## src/rtl/dnms_pkg.sv

```systemverilog
`default_nettype none
package dnms_pkg;

	localparam int MAX_BOXES   = 64;
	localparam int IDX_W       = $clog2(MAX_BOXES);
	localparam int CNT_W       = IDX_W + 1;
	localparam int MAX_CLASSES = 80;
	localparam int CLS_W       = 7;
	localparam int WORD_W      = 87;
	localparam int DIV_W       = 28;
	localparam int DEN_W       = 14;
	localparam int APB_AW      = 5;

	typedef enum logic [2:0] {
		REG_SCORE_THR   = 3'd0,
		REG_OVERLAP_THR = 3'd1,
		REG_MODEL_W     = 3'd2,
		REG_MODEL_H     = 3'd3,
		REG_CLASS_CNT   = 3'd4
	} reg_idx_t;

	typedef struct packed {
		logic [15:0] score_thr;
		logic [15:0] overlap_thr;
		logic [12:0] model_w;
		logic [12:0] model_h;
		logic [6:0]  class_cnt;
	} cfg_t;

	typedef struct packed {
		logic score_acc;
		logic box_acc;
		logic div_start;
		logic div_save;
		logic cand_wr;
		logic idx_clr;
		logic idx_inc;
		logic scan_clr;
		logic scan_cmp;
		logic rd_a;
		logic a_mark;
		logic a_latch;
		logic push;
		logic sup_latch;
		logic sup_set;
		logic finish;
	} cmd_t;

	typedef struct packed {
		logic best_ok;
		logic store_full;
		logic fe;
		logic div_done;
		logic div_last;
		logic idx_end;
		logic found;
		logic a_supp;
		logic j_skip;
		logic out_free;
		logic pend_valid;
	} status_t;

endpackage
`default_nettype wire

```

## src/rtl/dnms_cfg.sv

```systemverilog
`default_nettype none
module dnms_cfg
	import dnms_pkg::*;
(
	input  wire               clk,
	input  wire               arst_n,
	input  wire               psel,
	input  wire               penable,
	input  wire               pwrite,
	input  wire  [APB_AW-1:0] paddr,
	input  wire  [31:0]       pwdata,
	output logic [31:0]       prdata,
	output logic              pready,
	output cfg_t              cfg
);

	cfg_t       cfg_q;
	logic [2:0] idx;
	logic       wr;

	assign idx    = paddr[4:2];
	assign pready = 1'b1;
	assign wr     = psel && penable && pwrite;

	always_ff @(posedge clk or negedge arst_n) begin
		if (!arst_n) begin
			cfg_q.score_thr   <= 16'd16384;
			cfg_q.overlap_thr <= 16'd29491;
			cfg_q.model_w     <= 13'd640;
			cfg_q.model_h     <= 13'd640;
			cfg_q.class_cnt   <= 7'd80;
		end else if (wr) begin
			case (idx)
				REG_SCORE_THR:   cfg_q.score_thr   <= pwdata[15:0];
				REG_OVERLAP_THR: cfg_q.overlap_thr <= pwdata[15:0];
				REG_MODEL_W:     cfg_q.model_w     <= pwdata[12:0];
				REG_MODEL_H:     cfg_q.model_h     <= pwdata[12:0];
				REG_CLASS_CNT:   cfg_q.class_cnt   <= pwdata[6:0];
				default: begin
				end
			endcase
		end
	end

	always_comb begin
		case (idx)
			REG_SCORE_THR:   prdata = {16'd0, cfg_q.score_thr};
			REG_OVERLAP_THR: prdata = {16'd0, cfg_q.overlap_thr};
			REG_MODEL_W:     prdata = {19'd0, cfg_q.model_w};
			REG_MODEL_H:     prdata = {19'd0, cfg_q.model_h};
			REG_CLASS_CNT:   prdata = {25'd0, cfg_q.class_cnt};
			default:         prdata = 32'd0;
		endcase
	end

	assign cfg = cfg_q;

endmodule
`default_nettype wire

```

## config.mk

```make
export PLATFORM = sky130hd
export DESIGN_NAME = dnms_cfg
export DESIGN_NICKNAME = d
export VERILOG_FILES = /design/src/rtl/dnms_pkg.sv /design/src/rtl/dnms_cfg.sv
export SDC_FILE = /design/constraint.sdc
export NUM_CORES = 1
export LEC_CHECK = 0
export CORE_MARGIN = 2
export CORE_UTILIZATION = 35
export CTS_CLUSTER_SIZE = 10
export DETAILED_ROUTE_END_ITERATION = 8
export DONT_BUFFER_PORTS = 1
export PLACE_DENSITY_LB_ADDON = 0.25
export REMOVE_ABC_BUFFERS = 1
export SLEW_MARGIN = 15
export SYNTH_ARGS = -nofsm -noshare
export SYNTH_HDL_FRONTEND = slang
export SYNTH_SLANG_ARGS = --single-unit
```

## constraint.sdc

```tcl
create_clock -name clk -period 2.4 [get_ports clk]
set_clock_uncertainty 0.15 [all_clocks]
set_input_delay 0.24 -clock clk [delete_from_list [all_inputs] [get_ports clk]]
set_output_delay 0.24 -clock clk [all_outputs]
set_load 0.02 [all_outputs]
```

Word-level counts from Yosys, hierarchy flattened
Index checks and enable logic that the tools add are counted.

Bits in registers: 65. Word-level logic and storage cells: 18. Output and inout port bits: 98. Input bits: 42.

Muxes and demuxes: 1. Reduce and logical (&&, ||, !) cells: 8. Equality and inequality tests: 4.

Operator list (number): 16-bit case mux with 5 select lines (1); 2-bit AND reduction (5); 3-bit by 2-bit == test with 1-bit output (second input constant) (2); 3-bit by 1-bit == test with 1-bit output (second input constant) (1); 3-bit == test (second input constant) (1); 3-bit logical NOT (1); 1-bit logical AND (2).

Depth between registers and ports, before layout
Word-level depth: 3. Depth in mapped cells: 6. Mapped depth without buffers: 3.

Worst setup path after synthesis
Ideal clock, no wire load.

Path type: in2out. Start: input paddr[3]. End: output prdata[1]. Stages: 5. Path slack: 0.529 ns. Buffers on the path: 3. Data required time: 2.010 ns. Arrival: 1.481 ns. Cells stage by stage: buf_2 > buf_1 > clkbuf_1 > a21oi_1 > o22ai_1.

Longest elaborated chain between the ends: 2. Elaborated cells on any way between the ends: 6. Those cells by class: 4 x eq/ne; 1 x mux; 1 x reduce/logical.

RTL lines: start, declared (RTL line dnms_cfg.sv:10) `input wire [APB_AW-1:0] paddr,`; 3-bit == test (tied with other cells) (RTL line dnms_cfg.sv:46) `case (idx)`; 16-bit case mux with 5 select lines (*) (RTL line dnms_cfg.sv:46); end, declared (RTL line dnms_cfg.sv:12) `output logic [31:0] prdata,`.

Mark *: on every way between the ends. The rest lies on a longest branch, timed or not.

Final worst setup path
Start: register cfg_q, in the netlist cfg[45]. End: output prdata[12].

Longest elaborated chain between the ends: 1.

RTL lines: start, declared (RTL line dnms_cfg.sv:17) `cfg_t cfg_q;`; 16-bit case mux with 5 select lines (RTL line dnms_cfg.sv:46).

No other way between the ends.

==> reports/qor.yml <==
power_and_ir_drop:
  powerDensity_nw_per_um2: 898
  ir_drop_mv: 0.344
  p_total_w: 0.00332
  leakage_nw: 1.61
synth:
  yosys.area.top_type_share: 0.381
  syn_avg_cell_area_um2: 14.2
  yosysWarningCount: 0
  synth_flop_cell: "dfrtp_1"
  synth_top_cell_by_area: "dfrtp_1"
  synth_area_leaders: "dfrtp_1 (38%), mux2_2 (21%), dfstp_2 (13%), mux2_4 (4.7%), buf_4 (4.4%)"
  syn-cell-area_um2: 3220
  synth.distinct_cells: 27
  synthesis.instances: 227
  ys_ff_latch: 65
  synthArstFlopShare: 1.00
  synth_edf_count: 0
  yosysSeqAreaShare: 0.511
clock_tree:
  postCtsResizedCells: 0
  worstSkewPairLatency_ns: 0.34
  clockBufferDepth: 2
  numCtsBuffers: 9
  post-cts-setup-buffer-count: 0
  cts_sinks: 65
  cts.clk_slew.worst_paths_ns: 0.08
  cts_root_buffer: "clkbuf_8"
  htree_levels: 3
  cts_tree: "done"
layout:
  final_common_cell: "mux2_2"
  final_cell_mix: "mux2_2 (61), dfrtp_1 (49), conb_1 (17), dlygate4sd3_1 (17), dfstp_2 (16)"
  drive_gt1_frac: 0.488
  antenna_cells: 0
  area_growth_pct: 14.8
  finish.net_count: 291
  largest_reg_flops: 65
sta:
  slew_violations: 0
  setup_viol: 0
  fmax_ghz: 0.513
  period_share: 0.812
  post-route-min-period_ns: 1.95
  holdWs_ns: 0.186
  worst_pin_slew_ns: 0.647
  setup-tns-final_ns: 0
  hold_viol: 0
  relSlewSlack: 0.565
  grt_setup_unrepaired: "false"
critical_path:
  setup.worst_path.start: "cfg[45]$_DFFE_PN1P_"
  end_kind: "primary output"
  r2r_start: "cfg[58]$_DFFE_PN0P_"
  rrSetupSlack_ns: 1.36
  crit_chain: "mux4_2 > nor2b_1"
  cp_max_fo: 3
  critPathRequiredTime_ns: 2.01
  cpMaxStageDelayCell: "dfstp_2"
  cp_num_buf_inv: 0
  arrival_ns: 1.56
  path_delay_family: "flip-flops"
  crit_cells: 2
  max_stage_delay_ns: 0.60
  reg2reg_to: "cfg[58]$_DFFE_PN0P_"
  worstSetupStartpointType: "flip-flop"
  ff2ff_path_depth: 1
  crit_type: "flip-flop to primary output"
floorplan:
  coreArea_um2: 9060
  io_pins: 140
  die_h_um: 99.9
  fp.dieArea_um2: 9990
  start_util: 0.355
  die_x_um: 99.9
  rows: 35
global_routing:
  antenna_found_initial: 0
  grt_max_degree: 66
  globalRouteOverflowTotal: 0
  grt_pass1_vias: 2079
  track_usage: 0.165
  grt_pass1_wl_um: 12300
placed_design:
  routabilityCongestion: 0.704
  dpl.hpwl_um: 5000
  portBuffers: 0
worst_hold_path:
  hp-start: "paddr[2]"
  hold_path_end: "cfg[20]$_DFFE_PN0P_"
  hold_path_class: "input port to flip-flop"
  whs_path_depth: 3
drt:
  first_iter_violations: 36
  dr.pass1.iters: 4
  routedWlPerCell_um: 21.7
  routed_wl_um: 7930
  drc: 0
  antenna_left: 0
  vias: 1927
  vias_per_cell: 5.28
job:
  maxCapViolations: 0
run_status:
  status: "completed"
[tightest hold or removal path: cells and delay by family]
| kind | cells | cell delay (ns) |
|---|---|---|
| buffers and inverters | 1 | 0.16 |
| muxes | 1 | 0.22 |
| and+or+nand+nor | 1 | 0.03 |
[how the worst max path moves through the flow]
stage,end
6_report,prdata[12]
5_1_grt,prdata[0]
4_1_cts,prdata[2]
3_5_place_dp,cfg[58]$_DFFE_PN0P_
3_3_place_gp,cfg[64]$_DFFE_PN0P_
2_1_floorplan,cfg[20]$_DFFE_PN0P_
[cells by family (layout without fill, tap and decap cells)]
group           after synthesis  count (layout)  share of synthesized area
mux                          82              82                      0.317
buf+inv                      31              43                     0.0649
flops                        65              65                      0.511
compound gates               19              19                     0.0381
simple gates                 28              28                     0.0664
other cells                   2              17                    0.00233
[metrics by stage]
stage	worst slack [ns]	area [um^2]	std cells	utilization
floorplan	0.689	3070	211	-
global placement	0.471	3280	331	0.362
detailed placement	0.458	3280	331	0.362
CTS	0.432	3700	365	0.408
global route	0.335	3700	365	0.408
finish	0.451	3700	365	0.408
[final cells by class]
class                      count  area (um^2)
clock buffer                  12          165
clock inverter                 4         50.0
fill                         859         5370
multi-input combinational    146         1430
sequential                    65         1650
tap                          111          139
timing repair buffer          27          265
[layer usage]
metal / wire length (um) / global-route usage
met5: 0 / 0
met4: 57 / 0.0379
met3: 704 / 0.0703
met2: 3610 / 0.247
met1: 3550 / 0.223
[repair_timing]
item	CTS	global route
setup endpoints to repair	0	0
hold buffers	18	0
endpoints found under the hold margin	130	0
[Yosys cell counts (2+ instances only)]
master / number
o22ai_1: 6
nor2_1: 2
a21oi_1: 6
nor3_1: 4
dfrtp_1: 49
clkbuf_1: 4
conb_1: 2
nor3b_2: 2
mux4_2: 6
buf_6: 2
buf_4: 19
a22oi_1: 6
buf_2: 5
dfstp_2: 16
nor2b_1: 7
mux2_2: 61
nor3b_1: 7
mux2i_1: 5
mux2_4: 10
[report_power, final]
part | total, W | internal (W) | switching (W)
clock | 0.000989 | 0.000563 | 0.000426
sequential | 0.00182 | 0.00135 | 0.000473
combinational | 0.000508 | 0.000301 | 0.000207
Power figures use the tool's default switching activity.
