$ cat config.mk
export PLATFORM = sky130hd
export DESIGN_NAME = dnms_ctrl
export DESIGN_NICKNAME = d
export VERILOG_FILES = /design/src/rtl/dnms_pkg.sv /design/src/rtl/dnms_ctrl.sv
export SDC_FILE = /design/constraint.sdc
export NUM_CORES = 1
export LEC_CHECK = 0
export BUFFER_PORTS_ARGS = -buffer_cell sky130_fd_sc_hd__buf_2
export CAP_MARGIN = 20
export CORE_MARGIN = 4
export CORE_UTILIZATION = 55
export CTS_BUF_LIST = sky130_fd_sc_hd__clkbuf_8
export DETAILED_ROUTE_END_ITERATION = 8
export PLACE_DENSITY = 0.9
export SLEW_MARGIN = 30
export SYNTH_ARGS = -nofsm -noshare
export SYNTH_HDL_FRONTEND = slang
export SYNTH_SLANG_ARGS = --single-unit
$ cat constraint.sdc
create_clock -name clk -period 2.65 [get_ports clk]
set_input_delay 0.1325 -clock clk [delete_from_list [all_inputs] [get_ports clk]]
set_output_delay 0.1325 -clock clk [all_outputs]
set_load 0.05 [all_outputs]
$ cat src/rtl/dnms_pkg.sv
`default_nettype none
package dnms_pkg;

	localparam int MAX_BOXES   = 64;
	localparam int IDX_W       = $clog2(MAX_BOXES);
	localparam int CNT_W       = IDX_W + 1;
	localparam int MAX_CLASSES = 80;
	localparam int CLS_W       = 7;
	localparam int WORD_W      = 87;
	localparam int DIV_W       = 28;
	localparam int DEN_W       = 14;
	localparam int APB_AW      = 5;

	typedef enum logic [2:0] {
		REG_SCORE_THR   = 3'd0,
		REG_OVERLAP_THR = 3'd1,
		REG_MODEL_W     = 3'd2,
		REG_MODEL_H     = 3'd3,
		REG_CLASS_CNT   = 3'd4
	} reg_idx_t;

	typedef struct packed {
		logic [15:0] score_thr;
		logic [15:0] overlap_thr;
		logic [12:0] model_w;
		logic [12:0] model_h;
		logic [6:0]  class_cnt;
	} cfg_t;

	typedef struct packed {
		logic score_acc;
		logic box_acc;
		logic div_start;
		logic div_save;
		logic cand_wr;
		logic idx_clr;
		logic idx_inc;
		logic scan_clr;
		logic scan_cmp;
		logic rd_a;
		logic a_mark;
		logic a_latch;
		logic push;
		logic sup_latch;
		logic sup_set;
		logic finish;
	} cmd_t;

	typedef struct packed {
		logic best_ok;
		logic store_full;
		logic fe;
		logic div_done;
		logic div_last;
		logic idx_end;
		logic found;
		logic a_supp;
		logic j_skip;
		logic out_free;
		logic pend_valid;
	} status_t;

endpackage
`default_nettype wire

$ cat src/rtl/dnms_ctrl.sv
`default_nettype none
module dnms_ctrl
	import dnms_pkg::*;
(
	input  wire      clk,
	input  wire      arst_n,
	input  wire      in_valid,
	input  wire      in_op,
	input  wire      in_last,
	output logic     in_ready,
	input  status_t  sts,
	output cmd_t     cmd
);

	typedef enum logic [18:0] {
		ST_IDLE      = 19'h00001,
		ST_DIV_GO    = 19'h00002,
		ST_DIV_WAIT  = 19'h00004,
		ST_STORE     = 19'h00008,
		ST_NMS_START = 19'h00010,
		ST_SCAN_RD   = 19'h00020,
		ST_SCAN_CMP  = 19'h00040,
		ST_SCAN_END  = 19'h00080,
		ST_A_RD      = 19'h00100,
		ST_PUSH      = 19'h00200,
		ST_A_LAT     = 19'h00400,
		ST_SUP_CHK   = 19'h00800,
		ST_SUP_RD    = 19'h01000,
		ST_SUP_LAT   = 19'h02000,
		ST_SUP_W1    = 19'h04000,
		ST_SUP_W2    = 19'h08000,
		ST_SUP_W3    = 19'h10000,
		ST_SUP_SET   = 19'h20000,
		ST_FINISH    = 19'h40000
	} state_t;

	state_t state_q, state_nxt;

	always_ff @(posedge clk or negedge arst_n) begin
		if (!arst_n) begin
			state_q <= ST_IDLE;
		end else begin
			state_q <= state_nxt;
		end
	end

	always_comb begin
		cmd       = '0;
		in_ready  = 1'b0;
		state_nxt = state_q;
		case (state_q)
			ST_IDLE: begin
				in_ready = 1'b1;
				if (in_valid) begin
					if (!in_op) begin
						cmd.score_acc = 1'b1;
					end else begin
						cmd.box_acc = 1'b1;
						if (sts.best_ok && !sts.store_full) begin
							state_nxt = ST_DIV_GO;
						end else if (in_last) begin
							state_nxt = ST_NMS_START;
						end
					end
				end
			end
			ST_DIV_GO: begin
				cmd.div_start = 1'b1;
				state_nxt     = ST_DIV_WAIT;
			end
			ST_DIV_WAIT: begin
				if (sts.div_done) begin
					cmd.div_save = 1'b1;
					state_nxt    = sts.div_last ? ST_STORE : ST_DIV_GO;
				end
			end
			ST_STORE: begin
				cmd.cand_wr = 1'b1;
				state_nxt   = sts.fe ? ST_NMS_START : ST_IDLE;
			end
			ST_NMS_START: begin
				cmd.idx_clr  = 1'b1;
				cmd.scan_clr = 1'b1;
				state_nxt    = ST_SCAN_RD;
			end
			ST_SCAN_RD: begin
				state_nxt = sts.idx_end ? ST_SCAN_END : ST_SCAN_CMP;
			end
			ST_SCAN_CMP: begin
				cmd.scan_cmp = 1'b1;
				cmd.idx_inc  = 1'b1;
				state_nxt    = ST_SCAN_RD;
			end
			ST_SCAN_END: begin
				if (!sts.found) begin
					state_nxt = ST_FINISH;
				end else begin
					cmd.a_mark = 1'b1;
					state_nxt  = sts.a_supp ? ST_NMS_START : ST_A_RD;
				end
			end
			ST_A_RD: begin
				cmd.rd_a  = 1'b1;
				state_nxt = ST_PUSH;
			end
			ST_PUSH: begin
				// The previous kept box leaves only now that a later one is known.
				cmd.rd_a = 1'b1;
				if (!sts.pend_valid) begin
					state_nxt = ST_A_LAT;
				end else if (sts.out_free) begin
					cmd.push  = 1'b1;
					state_nxt = ST_A_LAT;
				end
			end
			ST_A_LAT: begin
				cmd.rd_a    = 1'b1;
				cmd.a_latch = 1'b1;
				cmd.idx_clr = 1'b1;
				state_nxt   = ST_SUP_CHK;
			end
			ST_SUP_CHK: begin
				if (sts.idx_end) begin
					state_nxt = ST_NMS_START;
				end else if (sts.j_skip) begin
					cmd.idx_inc = 1'b1;
				end else begin
					state_nxt = ST_SUP_RD;
				end
			end
			ST_SUP_RD: begin
				state_nxt = ST_SUP_LAT;
			end
			ST_SUP_LAT: begin
				cmd.sup_latch = 1'b1;
				state_nxt     = ST_SUP_W1;
			end
			ST_SUP_W1: begin
				state_nxt = ST_SUP_W2;
			end
			ST_SUP_W2: begin
				state_nxt = ST_SUP_W3;
			end
			ST_SUP_W3: begin
				state_nxt = ST_SUP_SET;
			end
			ST_SUP_SET: begin
				cmd.sup_set = 1'b1;
				cmd.idx_inc = 1'b1;
				state_nxt   = ST_SUP_CHK;
			end
			ST_FINISH: begin
				if (sts.out_free) begin
					cmd.finish = 1'b1;
					state_nxt  = ST_IDLE;
				end
			end
			default: begin
				state_nxt = ST_IDLE;
			end
		endcase
	end

endmodule
`default_nettype wire

== Yosys cells after proc, flatten, opt, wreduce, memory -nomap -nowiden ==
Index checks and enable logic that the tools add are counted.
Word-level totals
  bits of input ports: 16
  register bits after elaboration: 19
Operators by class
  reductions and logical operators: 8
  eq/ne operators: 26
  muxes and demuxes: 41
Operators by type and width (count)
  case mux 19 bit (17 select lines): 1
  two-way mux 19 bit: 11
  two-way mux 1 bit: 22
  == test 19 x 1 -> 1 bit, second input constant: 1
  == test 19 x 10 -> 1 bit, second input constant: 1
  == test 19 x 11 -> 1 bit, second input constant: 1
  == test 19 x 12 -> 1 bit, second input constant: 1
  == test 19 x 13 -> 1 bit, second input constant: 1
  == test 19 x 14 -> 1 bit, second input constant: 1
  == test 19 x 15 -> 1 bit, second input constant: 1
  == test 19 x 16 -> 1 bit, second input constant: 1
  == test 19 x 17 -> 1 bit, second input constant: 1
  == test 19 x 18 -> 1 bit, second input constant: 1
  == test 19 bit, second input constant: 1
  == test 19 x 2 -> 1 bit, second input constant: 1
  == test 19 x 3 -> 1 bit, second input constant: 1
  == test 19 x 4 -> 1 bit, second input constant: 1
  == test 19 x 5 -> 1 bit, second input constant: 1
  == test 19 x 6 -> 1 bit, second input constant: 1
  == test 19 x 7 -> 1 bit, second input constant: 1
  == test 19 x 8 -> 1 bit, second input constant: 1
  == test 19 x 9 -> 1 bit, second input constant: 1
  two-way mux 9 bit: 1
  != test 3 bit, second input constant: 3
  other kinds (11): 18

== Depth between registers and ports, before layout ==
  depth after elaboration: 6
  mapped depth: 8
  depth with buffers taken out: 6

== Worst setup path after synthesis ==
OpenSTA, ideal clock, no wires.
  path type: register -> register
  from: register state_q[4]
  to: register state_q[2]
  clock period less this slack: 3.208 ns
  path slack: -0.558 ns
  data required time: 2.577 ns
  arrival: 3.135 ns
  cell stages (with the launch flop): 6
  buffers on the path: 1
  library setup time: 0.073 ns
  cells stage by stage: dfrtp_1 > buf_2 > nor4_4 > nand4b_2 > nor4b_1 > or2_2
Between the ends
  word-level cells in the longest chain between the ends: 3
Ends and longest elaborated chain
  from (decl): line dnms_ctrl.sv:37  | state_t state_q, state_nxt;
  from (signal assigned): line dnms_ctrl.sv:43  | state_q <= state_nxt;
  == test 19 x 18 -> 1 bit (tied with other cells): line dnms_ctrl.sv:51  | case (state_q)
  OR reduction 2 bit (no source line) (tied with other cells)
  case mux 19 bit (17 select lines) / AND reduction 7 bit (equally long branches)
Several ways; a longest one is shown, not always the timed one.
A chain may end at the register's enable or synchronous reset.

==> results by group <==
Outcome
  – Outcome: complete, no violations

Worst setup path
  – Data arrival time of the worst path: 2.41 ns
  – Most used cell along the critical path: nor3_1
  – Worst path slowest cell: nor3_1
  – R2r startpoint: state_q[16]
  – R2R Setup Slk: 0.56 ns
  – RR Endpoint: state_q[0]
  – Slowest cell delay on critical path: 0.50 ns
  – CP Class: reg -> out
  – Critical Path Fanout Max: 6
  – Reg2Reg Depth: 5
  – Critical Path RT: between 2 and 3 ns
  – Cells along the critical path: nor3_1 -> nand4_1 -> nor3_1 -> and2_1 -> or2_2 -> buf_2
  – Critical Path Sink Type: output port
  – Startpoint Class: flop

STA
  – Final setup vio count: 0
  – Max Freq: 393 MHz
  – Fin Clk Skew: 0.00975 ns
  – Final Hold Fails: 0
  – Crit path time final: 2.54 ns
  – Slew Limit Fails: 0
  – Fin crit share: 0.960
  – Slew @ Worst Pin: about 0.54 ns
  – RSZ-0062 raised after global routing: false
  – Relative slew margins: 0.637
  – Setup TNS: 0 ns

Worst hold path
  – HP Class: in -> reg
  – Endpoint, Worst Hold: state_q[8]
  – Hold Path Cell Cnt: 2
  – HP Start: sts[3]

GRT
  – Total congestion overflow: 0
  – Vias in the first global route: 1220
  – Total track usage: 0.212
  – Initial antenna violation count: 0
  – First-pass GRT wire length: about 5.4 mm
  – Largest net degree at the start of global routing: 20

CTS
  – Worst-skew pair later-pin latency: 0.26 ns
  – Num CTS Buffers: 3
  – Clock root buffer: clkbuf_8
  – Post_cts resized: 0
  – CTS sink cnt: 19
  – CTS tree: done
  – Htree depth: 1
  – Clock slew seen by the registers of the worst setup and hold paths: 0.08 ns
  – Clock Tree Buf Depth: 2

Synthesis
  – Share of the synthesized area in the top cell type: 0.344
  – Yosys reg bits: 19
  – Adder-Cell Fraction of Synth Area: 0
  – Main combinational cell family by area after synthesis: simple AND/OR/NAND/NOR gates
  – Register area share after synthesis: 0.364
  – Top FF cell, synth: dfrtp_1
  – Post-Syn Area: 1310 um2
  – Synth cell count leaders: dfrtp_1, nor2_1, nand2_1
  – Top-count cell post-synth: dfrtp_1
  – EDFF count, synth: 0
  – Post-Synth Simple-Gate Area: 0.482
  – Ys Warns: 0
  – Xor and xnor area share after synthesis: 0.0468
  – Cell taking the most area after synthesis: dfrtp_1
  – Top cells by area, synth: dfrtp_1, nor4b_1, nor2_1, nor4_4, nor3b_1
  – Syn_area_per_cell: 9.42 um2
  – Compound-cell area share of the yosys netlist: 0.0812
  – Synth Instances: between 100 and 150
  – Post-synthesis mux area share: 0
  – Ys async rst share: 1.00
  – Distinct cells, synth: 45
  – Syn_nets: 155

Power
  – PD cells: 743 nW/um2
  – Leak pwr: 0.757 nW
  – IR drop worst, VDD: about 720 uV
  – Overall Power: 1.17 mW

Cells and area
  – Share of cells above drive strength 1: 0.335
  – Largest register FFs: 19
  – Largest regs: state_q (19)
  – Synth-to-layout area growth: 20.2%
  – Diodes inserted: 0
  – Biggest register: state_q
  – Layout Nets: 190
  – Final Util: 0.705

Route
  – 1st-iter DRT viols: 90
  – DR WL met2: ~1.6 mm
  – M1 WL: 1.38 mm
  – Detailed Route WL: between 3 and 4 mm
  – Top routing layer in use: met4
  – Routed len/inst: 16.5 um
  – Avg Vias per Cell: 6.38
  – Remaining DRCs: 0
  – First-pass detailed-route iteration total: 4
  – Met3 WL: 281 um
  – Routed Antenna Nets: 0
  – Via count: 1283

Placement
  – Port Buffers: 32
  – GPL Wtd Cong: 0.943
  – Detail Placement HPWL: 2.61 mm

Die
  – Die Span Y: 56.8 um
  – Die width: ~57 um
  – DIE AREA: between 3000 and 4000 um2
  – Starting Density: 0.587
  – I/O pin count: 33
  – Core Footprint: 2230 um2
  – Num rows: 17

Job
  – Max cap viols: 0
==> through the flow <==
stage	cells	worst slack [ns]	hold slack [ns]	instance area, um2
finish	201	0.106	0.0444	1570
global route	201	0.000175	0.0393	1570
CTS	201	0.156	0.0409	1570
detailed placement	196	0.438	0.0928	1520
global placement	196	0.526	0.0903	1520
floorplan	139	0.0614	-0.163	1340
==> layout make-up <==
| class | count | area, um2 |
|---|---|---|
| inverter | 2 | 7.51 |
| tap | 28 | 35.0 |
| fill | 174 | 659 |
| timing repair buffer | 34 | 178 |
| clock buffer | 3 | 41.3 |
| multi-input combinational | 114 | 831 |
| clock inverter | 1 | 5.00 |
| sequential | 19 | 477 |
==> what timing repair did <==
| action | in CTS | in global routing |
|---|---|---|
| buffers inserted | 0 | 0 |
| hold buffers | 1 | 0 |
| endpoints found under the setup margin | 0 | 1 |
| endpoints found under the hold margin | 18 | 0 |
==> power by group <==
| group | internal [mW] | switching [mW] | leakage (nW) | total, mW |
|---|---|---|---|---|
| Combinational | 0.214 | 0.382 | 0.471 | 0.597 |
| Sequential | 0.319 | 0.0493 | 0.261 | 0.368 |
| Clock | 0.105 | 0.0997 | 0.0255 | 0.204 |
| Total | 0.638 | 0.531 | 0.757 | 1.17 |
==> worst max-delay path: cells and delay by family, from the launching register on <==
family	cells	cell delay, ns
DFF	1	0.44
buffers and inverters	1	0.25
and+or+nand+nor	5	1.47
==> cell usage in the layout (no fill, tap or decap), drive strengths merged, types with 2 or more instances in the layout <==
| master | instances |
|---|---|
| dfrtp | 18 |
| xnor2 | 3 |
| xor2 | 4 |
| a21oi | 4 |
| and4b | 2 |
| o21ai | 4 |
| nor4 | 10 |
| inv | 2 |
| nand3 | 3 |
| nor3 | 7 |
| nand2 | 10 |
| and3 | 2 |
| nand4b | 4 |
| clkbuf | 3 |
| nor4b | 8 |
| or3 | 4 |
| o211ai | 2 |
| buf | 33 |
| or2 | 3 |
| nor3b | 8 |
| nor2b | 2 |
| nor2 | 17 |
| nand4 | 3 |
| and4 | 3 |
| and2 | 2 |
==> worst max path at each step <==
stage / startpoint / slack (ns) / to / depth (start not counted)
5_1_grt: state_q[1] / 0.0002 / cmd[10] / 6
3_5_place_dp: state_q[1] / 0.44 / cmd[10] / 6
3_3_place_gp: state_q[9] / 0.53 / cmd[9] / 6
6_report: state_q[16] / 0.11 / cmd[10] / 6
4_1_cts: state_q[1] / 0.16 / cmd[10] / 6
2_1_floorplan: state_q[4] / 0.06 / cmd[9] / 6
==> layer usage <==
metal	GRT usage	up-vias
li1	-	601
met1	0.279	602
met2	0.350	71
met3	0.0230	9
met4	0.0894	0
met5	0	-
==> kinds of logic after synthesis <==
logic type             Yosys count
XOR/XNOR                         7
flip-flops                      19
AND/OR/NAND/NOR                 91
buffers and inverters            6
AO/OA/AOI/OAI                   16
(Power assumes the default switching activity.)
